==> src/rtl/core/imhq_pkg.sv <==
`default_nettype none
package imhq_pkg;
  localparam int unsigned MaxIdsDefault = 1024;
  localparam int unsigned KeyW = 32;
  localparam int unsigned TolW = 31;
  localparam int unsigned CfgW = 31;

  typedef enum logic [2:0] {
    KIND_INSERT = 3'd0,
    KIND_UPDATE = 3'd1,
    KIND_POP    = 3'd2,
    KIND_REMOVE = 3'd3,
    KIND_PEEK   = 3'd4
  } kind_e;

  typedef enum logic [2:0] {
    ST_OK    = 3'd0,
    ST_EMPTY = 3'd1,
    ST_ID    = 3'd2,
    ST_POS   = 3'd3,
    ST_FULL  = 3'd4
  } status_e;

  typedef enum logic [0:0] {
    REG_TOL    = 1'b0,
    REG_ACTIVE = 1'b1
  } reg_e;

  typedef struct packed {
    logic [2:0]  kind;
    logic [9:0]  item_id;
    logic signed [31:0] key;
    logic [9:0]  position;
  } cmd_t;

  typedef struct packed {
    logic [9:0]  result_id;
    logic signed [31:0] result_key;
    logic [10:0] heap_size;
    logic [2:0]  status;
  } res_t;
endpackage
`default_nettype wire

==> src/rtl/core/imhq_front.sv <==
`default_nettype none
module imhq_front import imhq_pkg::*; (
  input  wire logic clk_i,
  input  wire logic rst_ni,
  input  wire logic push_i,
  input  wire cmd_t cmd_i,
  input  wire logic pop_i,
  output logic      full_o,
  output logic      avail_o,
  output cmd_t      cmd_o
);
  cmd_t buf_q [2];
  logic [1:0] cnt_q;
  logic       wp_q, rp_q;

  assign full_o  = cnt_q == 2'd2;
  assign avail_o = cnt_q != 2'd0;
  assign cmd_o   = buf_q[rp_q];

  always_ff @(posedge clk_i) begin
    if (push_i) buf_q[wp_q] <= cmd_i;
  end

  always_ff @(posedge clk_i or negedge rst_ni) begin
    if (!rst_ni) begin
      cnt_q <= '0;
      wp_q  <= 1'b0;
      rp_q  <= 1'b0;
    end else begin
      if (push_i) wp_q <= ~wp_q;
      if (pop_i) rp_q <= ~rp_q;
      cnt_q <= cnt_q + {1'b0, push_i} - {1'b0, pop_i};
    end
  end
endmodule
`default_nettype wire

==> config.mk <==
export PLATFORM = sky130hd
export DESIGN_NAME = imhq_front
export DESIGN_NICKNAME = d
export VERILOG_FILES = /design/src/rtl/core/imhq_pkg.sv /design/src/rtl/core/imhq_front.sv
export SDC_FILE = /design/constraint.sdc
export NUM_CORES = 1
export LEC_CHECK = 0
export BUFFER_PORTS_ARGS = -buffer_cell sky130_fd_sc_hd__buf_2
export CAP_MARGIN = 5
export CORE_MARGIN = 2
export CORE_UTILIZATION = 52
export DETAILED_ROUTE_END_ITERATION = 12
export HOLD_SLACK_MARGIN = 0.05
export PLACE_DENSITY = 0.79
export SKIP_CTS_REPAIR_TIMING = 1
export SYNTH_ARGS = -nofsm -noshare
export SYNTH_HDL_FRONTEND = slang
export SYNTH_SLANG_ARGS = --single-unit
==> constraint.sdc <==
create_clock -name clk_i -period 4.7 [get_ports clk_i]
set_clock_uncertainty 0.2 [all_clocks]
set_input_delay 0.235 -clock clk_i [delete_from_list [all_inputs] [get_ports clk_i]]
set_output_delay 0.235 -clock clk_i [all_outputs]
set_load 0.02 [all_outputs]
==> metrics.md, run 1 <==
| Metric | Value |
|---|---|
| Top routing layer in use | met4 |
| Dpl hpwl | 4.31 mm |
| Worst setup path category | reg2out |
| Number of distinct library cell variants in the gate-level netlist after synthesis | 13 |
| Slowest stage cell, crit path | sky130_fd_sc_hd__dfrtp_4 |
| Die Y | 95.3 um |
| Final Hold Vio Count | 0 |
| Gp weighted congestion | 0.635 |
| Pin count of the biggest net entering global routing | 57 |
| Required time of the critical path | 4.26 ns |
| Post-Synthesis Net Count | 247 |
| Count of endpoints failing setup in the final report | 0 |
| Maxcap violations | 0 |
| Fraction of layout instances using a drive strength above 1 | 53.1% |
| Worst-Margin Slew | 0.973 ns |
| Initial antenna violation count | 0 |
| Final Max Tran Viols | 0 |
| Count of mapped cells out of synthesis | 186 |
| CP Buf/Inv Count | 1 |
| Initial cell density of the core | 53.3% |
| Kind of path behind the tightest hold check | in2reg |
| Antenna viol nets, final | 0 |
| Count of H-tree levels built during CTS | 4 |
| Synthesized flop and latch total | 114 |
| Port buffer count | 115 |
| Routed met3 length | 407 um |
| CP Cell Sequence | mux2_2 -> buf_2 |
| Post-route fraction of the period consumed by the critical path | 55.5% |
| Vias in the first global route | 2195 |
| Leakage power figure | 0.00253 uW |
| Achievable clock frequency | 0.383 GHz |
| Sinks on Clock Net | 114 |
| Number of remaining DRC errors | 0 |
| CTS tree | done |
| Unrepaired setup endpoints after global routing | no |
| Netlist area before placement | 0.00433 mm2 |
| Startpoint type of the worst setup path | flip-flop |
| Total I/O pin count | 116 |
| Delay of the slowest cell on the worst path | 1.07 ns |
| Drt pass-1 iters | 4 |
| Run status | completed |
| Clk root buf | sky130_fd_sc_hd__clkbuf_8 |
| Deepest clock path buffer count | 2 |
| Number of placed instances with taps included | 402 |
| Worst vdd ir | 0.430 mV |
| DRC marker count from the first detailed-route iteration | 83 |
| Combined global-route utilization of all metal layers | 16.0% |
| Critical path data arrival time | 2.17 ns |
| Hold_ws | 0.266 ns |
| Detailed route wirelength on metal2 | 4.47 mm |
| Clock period minus worst slack | 2.61 ns |
| Ratio of routed vias to standard cells | 4.82 |
| Clock slew seen by the registers of the worst setup and hold paths | 0.05 ns |
| Total power density per cell area | 623 mW/mm2 |
| Die Outline Area | 0.00908 mm2 |
| Vias post-DR | 2365 |
| Top fanout value on the critical path | 56 |
| Length of routed wiring on met1 | 3.08 mm |
| Total number of nets in the final design | 436 |
| Ys Warns | 0 |
| Non-filler instance count after layout | 491 |
| Final routed wirelength across all metal layers | 8.04 mm |
| Area of combinational cells with multiple inputs | 870 um2 |
| Clock latency reported for the late side of the worst-skew pair | 0.49 ns |
| Diode insertion count for antenna repair | 0 |
| Site row count | 33 |
| Filler Cells Inserted | 491 |
| Width of the die | 95.3 um |
| Element type at the critical path end | primary output |
| Setup total negative slack | 0 ns |
| Fraction of the yosys area taken by sequential cells | 78.5% |
| Total congestion overflow after global routing | 0 |
| Headroom to the max-slew limit | 35.1% |
| CP delay by family, top | flip-flops |
| Average cell area after synthesis | 23.3 um2 |
| Average detailed-routed wire length per instance | 16.4 um |
| P&R area growth vs syn | 42.6% |
| Wire length of the first global-routing pass | 10.4 mm |
| Storage element area | 0.00341 mm2 |
| Placeable Area | 0.00813 mm2 |
| Number of buffers created by CTS | 17 |
==> cells by family (layout without fill, tap and decap cells) <==
| logic type | after synthesis | in the layout | synth area share, % |
|---|---|---|---|
| buffers and inverters | 8 | 208 | 1.59 |
| flip-flops | 114 | 114 | 78.5 |
| AND/OR/NAND/NOR | 4 | 4 | 0.578 |
| multiplexers | 55 | 55 | 17.8 |
| adder cells (fa/ha/maj) | 2 | 2 | 0.577 |
| XOR/XNOR | 3 | 3 | 0.953 |
==> per-stage QoR <==
step                      area, um2  total power, uW  utilization (%)  setup slack, ns
after floorplan                4330             2310                -             1.17
after global placement         5010             2560             61.5             2.61
after detailed placement       5010             2590             61.5             2.59
after CTS                      5590             3850             68.7             2.07
after global routing           6180             4010             76.0             2.01
final                          6180             3850             76.0             2.09
==> layout by cell type (no fill, tap or decap) <==
cell,synthesis,layout
sky130_fd_sc_hd__mux2_4,40,40
sky130_fd_sc_hd__dlygate4sd3_1,0,59
sky130_fd_sc_hd__bufinv_16,0,4
sky130_fd_sc_hd__dfrtp_4,0,1
sky130_fd_sc_hd__and2_2,0,1
sky130_fd_sc_hd__ha_1,2,2
sky130_fd_sc_hd__or2_2,1,1
sky130_fd_sc_hd__nor2b_4,0,1
sky130_fd_sc_hd__clkbuf_8,0,1
sky130_fd_sc_hd__inv_1,2,2
sky130_fd_sc_hd__clkinv_1,0,1
sky130_fd_sc_hd__edfxtp_1,110,110
sky130_fd_sc_hd__clkinvlp_4,0,2
sky130_fd_sc_hd__nor2b_1,2,1
sky130_fd_sc_hd__mux2_2,15,15
sky130_fd_sc_hd__clkinv_2,0,6
sky130_fd_sc_hd__xor3_1,1,1
sky130_fd_sc_hd__buf_4,0,2
sky130_fd_sc_hd__clkbuf_16,0,16
sky130_fd_sc_hd__buf_2,1,115
sky130_fd_sc_hd__dfrtp_1,4,3
sky130_fd_sc_hd__xor2_1,2,2
==> synthesized netlist by cell type, drive strengths merged <==
cell,count,share of area [%]
buf,6,1.4
inv,2,0.17
edfxtp,110,76
nor2b,2,0.29
and2,1,0.14
mux2,55,18
xor2,2,0.40
or2,1,0.14
xor3,1,0.55
ha,2,0.58
dfrtp,4,2.3
==> metal layers <==
metal | vias to the layer above | GRT usage [%]
li1 | 1113 | -
met1 | 1168 | 17.3
met2 | 75 | 28.4
met3 | 9 | 5.85
met4 | 0 | 6.52
met5 | - | 0
==> sequential cells by signal (all words and copies together), names as in the netlist <==
signal and cells:
buf_q 110, cnt_q 2, rp_q 1, wp_q 1
==> worst reg2reg max path, delay by kind of cell, from the launching register on <==
kind,cells,cell delay (ns)
buf+inv,1,0.53
flops,1,0.43
simple gates,1,0.54
==> area by class of cell <==
class	count	area share (%)
clock inverter	13	2.73
clock buffer	17	6.70
timing repair buffer	176	19.1
multi-input combinational	64	14.1
sequential	114	55.1
inverter	2	0.121
tap	105	2.13
==> where the power goes <==
| part | total (uW) | switching, uW | internal, uW | leakage (uW) |
|---|---|---|---|---|
| Combinational | 1070 | 530 | 537 | 0.00116 |
| Clock | 1250 | 403 | 844 | 0.000286 |
| Sequential | 1530 | 178 | 1360 | 0.00108 |
| Total | 3850 | 1110 | 2740 | 0.00253 |
==> path summary, 6_finish.rpt <==
check / slack, ns / cells past startpoint / to / startpoint
hold reg to reg: 0.37 / 1 / wp_q / wp_q
setup / recovery: 2.09 / 2 / cmd_o[0] / rp_q
hold / removal: 0.27 / 2 / buf_q[0][33] / cmd_i[33]
min in group asynchronous: 0.45 / 3 / wp_q / rst_ni
setup reg to reg: 2.61 / 2 / buf_q[0][11] / wp_q
max in group asynchronous: 3.66 / 3 / rp_q / rst_ni
Note: power is estimated with default switching activity, not from simulation.
==> run 2, diff against run 1 <==
Settings changed: ABC_AREA set to 1.
Clock period 4.7 ns to 2.61 ns, I/O delays scaled along.
==> metrics.md, run 2 <==
| Metric | Value |
|---|---|
| Die Outline Area | 0.00904 mm2 (-0.39%) |
| Kind of path behind the tightest hold check | in2reg |
| Worst vdd ir | 0.853 mV (+98%) |
| Clock period minus worst slack | 2.01 ns |
| Final routed wirelength across all metal layers | 8.49 mm (+5.6%) |
| Leading cell type by number of instances after synthesis | sky130_fd_sc_hd__edfxtp_1 |
| Worst Reg2Reg Path Length in Cells | 3 (+1) |
| Source of the worst hold timing path | cmd_i[15] |
| Placeable Area | 0.00813 mm2 (unchanged) |
| Top fanout value on the critical path | 44 (-21%) |
| Non-filler instance count after layout | 616 (+25%) |
| Pin count of the biggest net entering global routing | 68 (+19%) |
| CP Cell Sequence | buf_4 -> o21ai_0 -> buf_2 |
| Count of endpoints failing setup in the final report | 0 (unchanged) |
| Total congestion overflow after global routing | 0 (unchanged) |
| Design area | 0.00616 mm2 (-0.36%) |
| Initial cell density of the core | 53.1% (-0.22 points) |
| Top reg by flops | buf_q |
| Clock latency reported for the late side of the worst-skew pair | 0.49 ns (about the same) |
| Sinks on Clock Net | 114 (unchanged) |
| Initial antenna violation count | 0 (unchanged) |
| CTS tree | done |
| CP Buf/Inv Count | 2 (+1) |
| Clk root buf | sky130_fd_sc_hd__clkbuf_8 |
| DRC marker count from the first detailed-route iteration | 150 (+81%) |
| Hold path cells | 2 (unchanged) |
| Gp weighted congestion | 0.702 (+11%) |
| Top routing layer in use | met4 |
| Worst reg2reg endpoint | buf_q[1][37] |
| Setup slack on the worst flop-to-flop path | 0.77 ns (-1.84 ns) |
| Dpl hpwl | 4.70 mm (+9.2%) |
| CP delay by family, top | buffers and inverters |
| Number of remaining DRC errors | 0 (unchanged) |
| Unrepaired setup endpoints after global routing | no |
| Commonest cells post-synth | sky130_fd_sc_hd__edfxtp_1, sky130_fd_sc_hd__inv_1, sky130_fd_sc_hd__nand2_1 |
| Slowest stage cell, crit path | sky130_fd_sc_hd__dfrtp_2 |
| Wire length of the first global-routing pass | 11.1 mm (+6.9%) |
| Most frequent cells in the layout | sky130_fd_sc_hd__buf_2, sky130_fd_sc_hd__edfxtp_1, sky130_fd_sc_hd__nand2_1 |
| Ratio of routed vias to standard cells | 4.69 (-2.7%) |
| Detailed route wirelength on metal2 | 4.71 mm (+5.4%) |
| Vias in the first global route | 2554 (+16%) |
| EDFF count, synth | 110 (unchanged) |
| Startpoint of the worst-slack reg-to-reg timing path | wp_q |
| Tot Pwr | 6910 uW (+80%) |
| Total power density per cell area | 1120 mW/mm2 (+80%) |
| Total I/O pin count | 116 (unchanged) |
| Synthesized flop and latch total | 114 (unchanged) |
| Cell type with the highest aggregate area in the netlist | sky130_fd_sc_hd__edfxtp_1 |
| Delay of the slowest cell on the worst path | 0.42 ns (-0.65 ns) |
| Async SR Flop Fraction | 3.51% (unchanged) |
| Netlist area before placement | 0.00432 mm2 (-0.40%) |
| Post-route fraction of the period consumed by the critical path | 76.9% |
| Routed met3 length | 450 um (+11%) |
| Average detailed-routed wire length per instance | 13.8 um (-16%) |
| Post-Synthesis Net Count | 373 (+51%) |
| Run status | completed |
| Required time of the critical path | 2.28 ns (-1.98 ns) |
| Final Hold Vio Count | 0 (unchanged) |
| Startpoint type of the worst setup path | flip-flop |
| Most used flip-flop cell after synthesis | sky130_fd_sc_hd__edfxtp_1 |
| Combined global-route utilization of all metal layers | 16.9% (+0.85 points) |
| Ys Warns | 0 (unchanged) |
| Fraction of the yosys area taken by sequential cells | 78.9% (+0.32 points) |
| Width of the die | 95.1 um (-0.19%) |
| P&R area growth vs syn | 42.7% (about the same) |
| Commonest non-fill, non-tap cell in the layout | sky130_fd_sc_hd__buf_2 |
| Port buffer count | 115 (unchanged) |
| Number of distinct library cell variants in the gate-level netlist after synthesis | 13 (unchanged) |
| Average cell area after synthesis | 13.8 um2 (-41%) |
| Fraction of layout instances using a drive strength above 1 | 29.5% (-24 points) |
| Count of mapped cells out of synthesis | 312 (+68%) |
| Die Y | 95.1 um (-0.19%) |
| Worst setup path category | reg2out |
| Setup total negative slack | 0 ns (unchanged) |
| Worst-Margin Slew | 0.595 ns (-0.378 ns) |
| Antenna viol nets, final | 0 (unchanged) |
| Count of H-tree levels built during CTS | 4 (unchanged) |
| Drt pass-1 iters | 5 (+1) |
| Length of routed wiring on met1 | 3.25 mm (+5.3%) |
| Leakage power figure | 0.00268 uW (+6.0%) |
| Maxcap violations | 0 (unchanged) |
| Biggest regs | buf_q x110, cnt_q x2 |
| Number of buffers created by CTS | 17 (unchanged) |
| Placement Cell Area | 0.00498 mm2 (-0.57%) |
| Total number of nets in the final design | 559 (+28%) |
| Diode insertion count for antenna repair | 0 (unchanged) |
| Number of placed instances with taps included | 525 (+31%) |
| Element type at the critical path end | primary output |
| Site row count | 33 (unchanged) |
| Critical path data arrival time | 1.68 ns (-0.49 ns) |
| Final Max Tran Viols | 0 (unchanged) |
| Deepest clock path buffer count | 2 (unchanged) |
| Number of flip-flops under the largest register name | 110 (unchanged) |
| Worst Hold End | buf_q[0][15] |
| Vias post-DR | 2886 (+22%) |
| Area share of the largest cell type after synthesis | 76.5% (+0.31 points) |
| Headroom to the max-slew limit | 60.3% (+25 points) |
| Clock slew seen by the registers of the worst setup and hold paths | 0.05 ns (about the same) |
| Largest cells by area after synthesis | sky130_fd_sc_hd__edfxtp_1, sky130_fd_sc_hd__inv_1, sky130_fd_sc_hd__nand2_1 |
| Achievable clock frequency | 0.498 GHz |
| Hold_ws | 0.165 ns (-0.101 ns) |
run 2: changes by cell type after synthesis, moves of 2 or more:
cell,delta
sky130_fd_sc_hd__o21ai_1,+10
sky130_fd_sc_hd__mux2_4,-40
sky130_fd_sc_hd__buf_6,+4
sky130_fd_sc_hd__o21ai_0,+45
sky130_fd_sc_hd__inv_1,+60
sky130_fd_sc_hd__nor2b_1,-2
sky130_fd_sc_hd__clkbuf_1,+2
sky130_fd_sc_hd__mux2_2,-15
sky130_fd_sc_hd__nor2_1,+2
sky130_fd_sc_hd__nand2_1,+62
run 2: cell families after synthesis:
kind of cell    share of synthesized area [%]
compound gates                           6.38
xor+xnor                                0.406
fa+ha+maj                               0.580
buf+inv                                  8.09
flops                                    78.9
simple gates                             5.68
run 2: worst max path at each step:
stage / startpoint / endpoint / slack (ns) / cells past startpoint
floorplan: wp_q / buf_q[0][0] / 0.14 / 1
global placement: wp_q / buf_q[1][45] / 0.81 / 3
detailed placement: wp_q / buf_q[1][45] / 0.78 / 3
CTS: rp_q / cmd_o[16] / 0.58 / 3
global route: rp_q / cmd_o[37] / 0.50 / 3
finish: rp_q / cmd_o[37] / 0.60 / 3
run 2: routing by layer:
layer  vias to the layer above  track usage [%]
li1                       1422                -
met2                       103             28.5
met5                         -                0
met1                      1350             19.3
met4                         0             7.61
met3                        11             6.17
run 2: cell type report:
class                           instances  area (um2)
Sequential cell                       114        3400
Clock inverter                         12         164
Tap cell                              105         131
Clock buffer                           20         425
Multi-Input combinational cell        124         571
Inverter                               62         233
Fill cell                             516        1980
Timing Repair Buffer                  179        1230
run 2: per-stage QoR:
stage / worst slack (ns) / util, %
after global routing: 0.502 / 75.7
final: 0.603 / 75.7
after detailed placement: 0.784 / 61.2
after global placement: 0.814 / 61.2
after floorplan: 0.139 / -
after CTS: 0.578 / 68.4
run 2: power breakdown:
group | total [uW] | internal [uW] | switching [uW] | leakage, uW
clock network | 2270 | 1540 | 736 | 0.000286
logic | 2110 | 652 | 1460 | 0.00131
registers | 2530 | 2440 | 99.0 | 0.00108
==> run 3, diff against run 2 <==
Clock period 2.61 ns to 2 ns, I/O delays scaled along.
==> metrics.md, run 3 (synthesized netlist as in run 2, its figures left out) <==
| Metric | Value |
|---|---|
| Dpl hpwl | 4.90 mm (+4.1%) |
| Fraction of layout instances using a drive strength above 1 | 30.4% (+0.82 points) |
| Total power density per cell area | 1470 mW/mm2 (+31%) |
| Clock latency reported for the late side of the worst-skew pair | 0.49 ns (about the same) |
| P&R area growth vs syn | 44.3% |
| Worst-Margin Slew | 0.381 ns (-0.214 ns) |
| Combined global-route utilization of all metal layers | 17.1% (+0.27 points) |
| Biggest regs | buf_q x110, cnt_q x2 |
| Total number of nets in the final design | 565 (+1.1%) |
| Count of H-tree levels built during CTS | 4 (unchanged) |
| Total I/O pin count | 116 (unchanged) |
| Wire length of the first global-routing pass | 11.4 mm (+2.3%) |
| Worst reg2reg endpoint | buf_q[1][36] |
| Pin count of the biggest net entering global routing | 63 (-7.4%) |
| Leakage power figure | 0.00271 uW (+1.3%) |
| Placement Cell Area | 0.00499 mm2 (+0.28%) |
| Vias in the first global route | 2529 (-0.98%) |
| Maxcap violations | 0 (unchanged) |
| Design area | 0.00623 mm2 (+1.1%) |
| Initial cell density of the core | 53.1% (unchanged) |
| Die Outline Area | 0.00904 mm2 (unchanged) |
| Run status | completed |
| Worst Reg2Reg Path Length in Cells | 3 (unchanged) |
| Post-route fraction of the period consumed by the critical path | 98.7% |
| Launching element of the worst setup path | rp_q |
| Critical path data arrival time | 1.67 ns (about the same) |
| Vias post-DR | 2906 (+0.69%) |
| Non-filler instance count after layout | 622 (+0.97%) |
| Element type at the critical path end | primary output |
| Site row count | 33 (unchanged) |
| Number of buffers created by CTS | 17 (unchanged) |
| Gp weighted congestion | 0.703 (about the same) |
| Final Max Tran Viols | 0 (unchanged) |
| Port buffer count | 115 (unchanged) |
| Setup slack on the worst flop-to-flop path | 0.47 ns (-0.30 ns) |
| Antenna viol nets, final | 0 (unchanged) |
| Startpoint of the worst-slack reg-to-reg timing path | wp_q |
| Number of placed instances with taps included | 526 (+0.19%) |
| Placeable Area | 0.00813 mm2 (unchanged) |
| Headroom to the max-slew limit | 74.6% (+14 points) |
| CTS tree | done |
| Commonest non-fill, non-tap cell in the layout | sky130_fd_sc_hd__buf_2 |
| Width of the die | 95.1 um (unchanged) |
| Number of remaining DRC errors | 0 (unchanged) |
| Critical Path End | cmd_o[54] |
| Total congestion overflow after global routing | 0 (unchanged) |
| DRC marker count from the first detailed-route iteration | 131 (-13%) |
| Final Hold Vio Count | 0 (unchanged) |
| Drt pass-1 iters | 4 (-1) |
| Achievable clock frequency | 0.506 GHz |
| Startpoint type of the worst setup path | flip-flop |
| Clock period minus worst slack | 1.97 ns |
| Count of endpoints failing setup in the final report | 0 (unchanged) |
| Utilization after layout | 76.5% (+0.85 points) |
| Setup total negative slack | 0 ns (unchanged) |
| Most frequent cells in the layout | sky130_fd_sc_hd__buf_2, sky130_fd_sc_hd__edfxtp_1, sky130_fd_sc_hd__nand2_1 |
| Kind of path behind the tightest hold check | in2reg |
| Hold_ws | 0.129 ns (-0.0357 ns) |
| Final routed wirelength across all metal layers | 8.79 mm (+3.5%) |
| Top reg by flops | buf_q |
| Clock slew seen by the registers of the worst setup and hold paths | 0.05 ns (about the same) |
| Average detailed-routed wire length per instance | 14.1 um (+2.5%) |
| Initial antenna violation count | 0 (unchanged) |
| Diode insertion count for antenna repair | 0 (unchanged) |
| Clk root buf | sky130_fd_sc_hd__clkbuf_8 |
| Ratio of routed vias to standard cells | 4.67 (-0.28%) |
| Number of flip-flops under the largest register name | 110 (unchanged) |
| Worst vdd ir | 1.08 mV (+27%) |
| Top fanout value on the critical path | 16 (-64%) |
| Sinks on Clock Net | 114 (unchanged) |
| Required time of the critical path | 1.70 ns (-0.58 ns) |
| Die Y | 95.1 um (unchanged) |
| Worst setup path category | reg2out |
| Deepest clock path buffer count | 2 (unchanged) |
run 3: worst min-delay path by stage:
stage / from / end / slack (ns) / depth (start not counted)
after floorplan: rst_ni / cnt_q[0] / -0.40 / 0
after global placement: rst_ni / cnt_q[0] / -0.29 / 1
after detailed placement: rst_ni / cnt_q[0] / -0.28 / 1
after CTS: rst_ni / cnt_q[0] / -0.80 / 1
after global routing: cmd_i[31] / buf_q[1][31] / 0.12 / 2
final: cmd_i[15] / buf_q[0][15] / 0.13 / 2
run 3: metal layers:
layer	global-route usage (%)	share of wire [%]	vias to the layer above
li1	-	-	1435
met1	18.8	39	1369
met2	30.2	55	92
met3	6.48	4.9	10
met4	6.40	1.2	0
met5	0	0	-
run 3: cell type report:
class,instances,area (um2)
clock buffer,20,425
clock inverter,12,140
tap,105,131
timing repair buffer,185,1320
multi-input combinational,124,571
inverter,62,236
sequential,114,3410
fill,499,1910
run 3: through the flow:
| stage | total power [uW] | setup slack (ns) |
|---|---|---|
| final | 9130 | 0.0256 |
| after global routing | 9600 | -0.0280 |
| after global placement | 5930 | 0.365 |
| after CTS | 8860 | -0.270 |
| after floorplan | 5200 | 0.106 |
| after detailed placement | 6010 | 0.266 |
run 3: report_power, final:
| part | total, uW | internal [uW] | switching, uW |
|---|---|---|---|
| registers | 3350 | 3180 | 164 |
| logic | 2950 | 1010 | 1940 |
| clock network | 2840 | 1880 | 959 |
run 3: critical path, cell delays in order (launching register included):
cell                        delay, ns
sky130_fd_sc_hd__dfrtp_4         0.55
sky130_fd_sc_hd__clkbuf_16       0.21
sky130_fd_sc_hd__o21ai_0         0.21
sky130_fd_sc_hd__buf_2           0.20
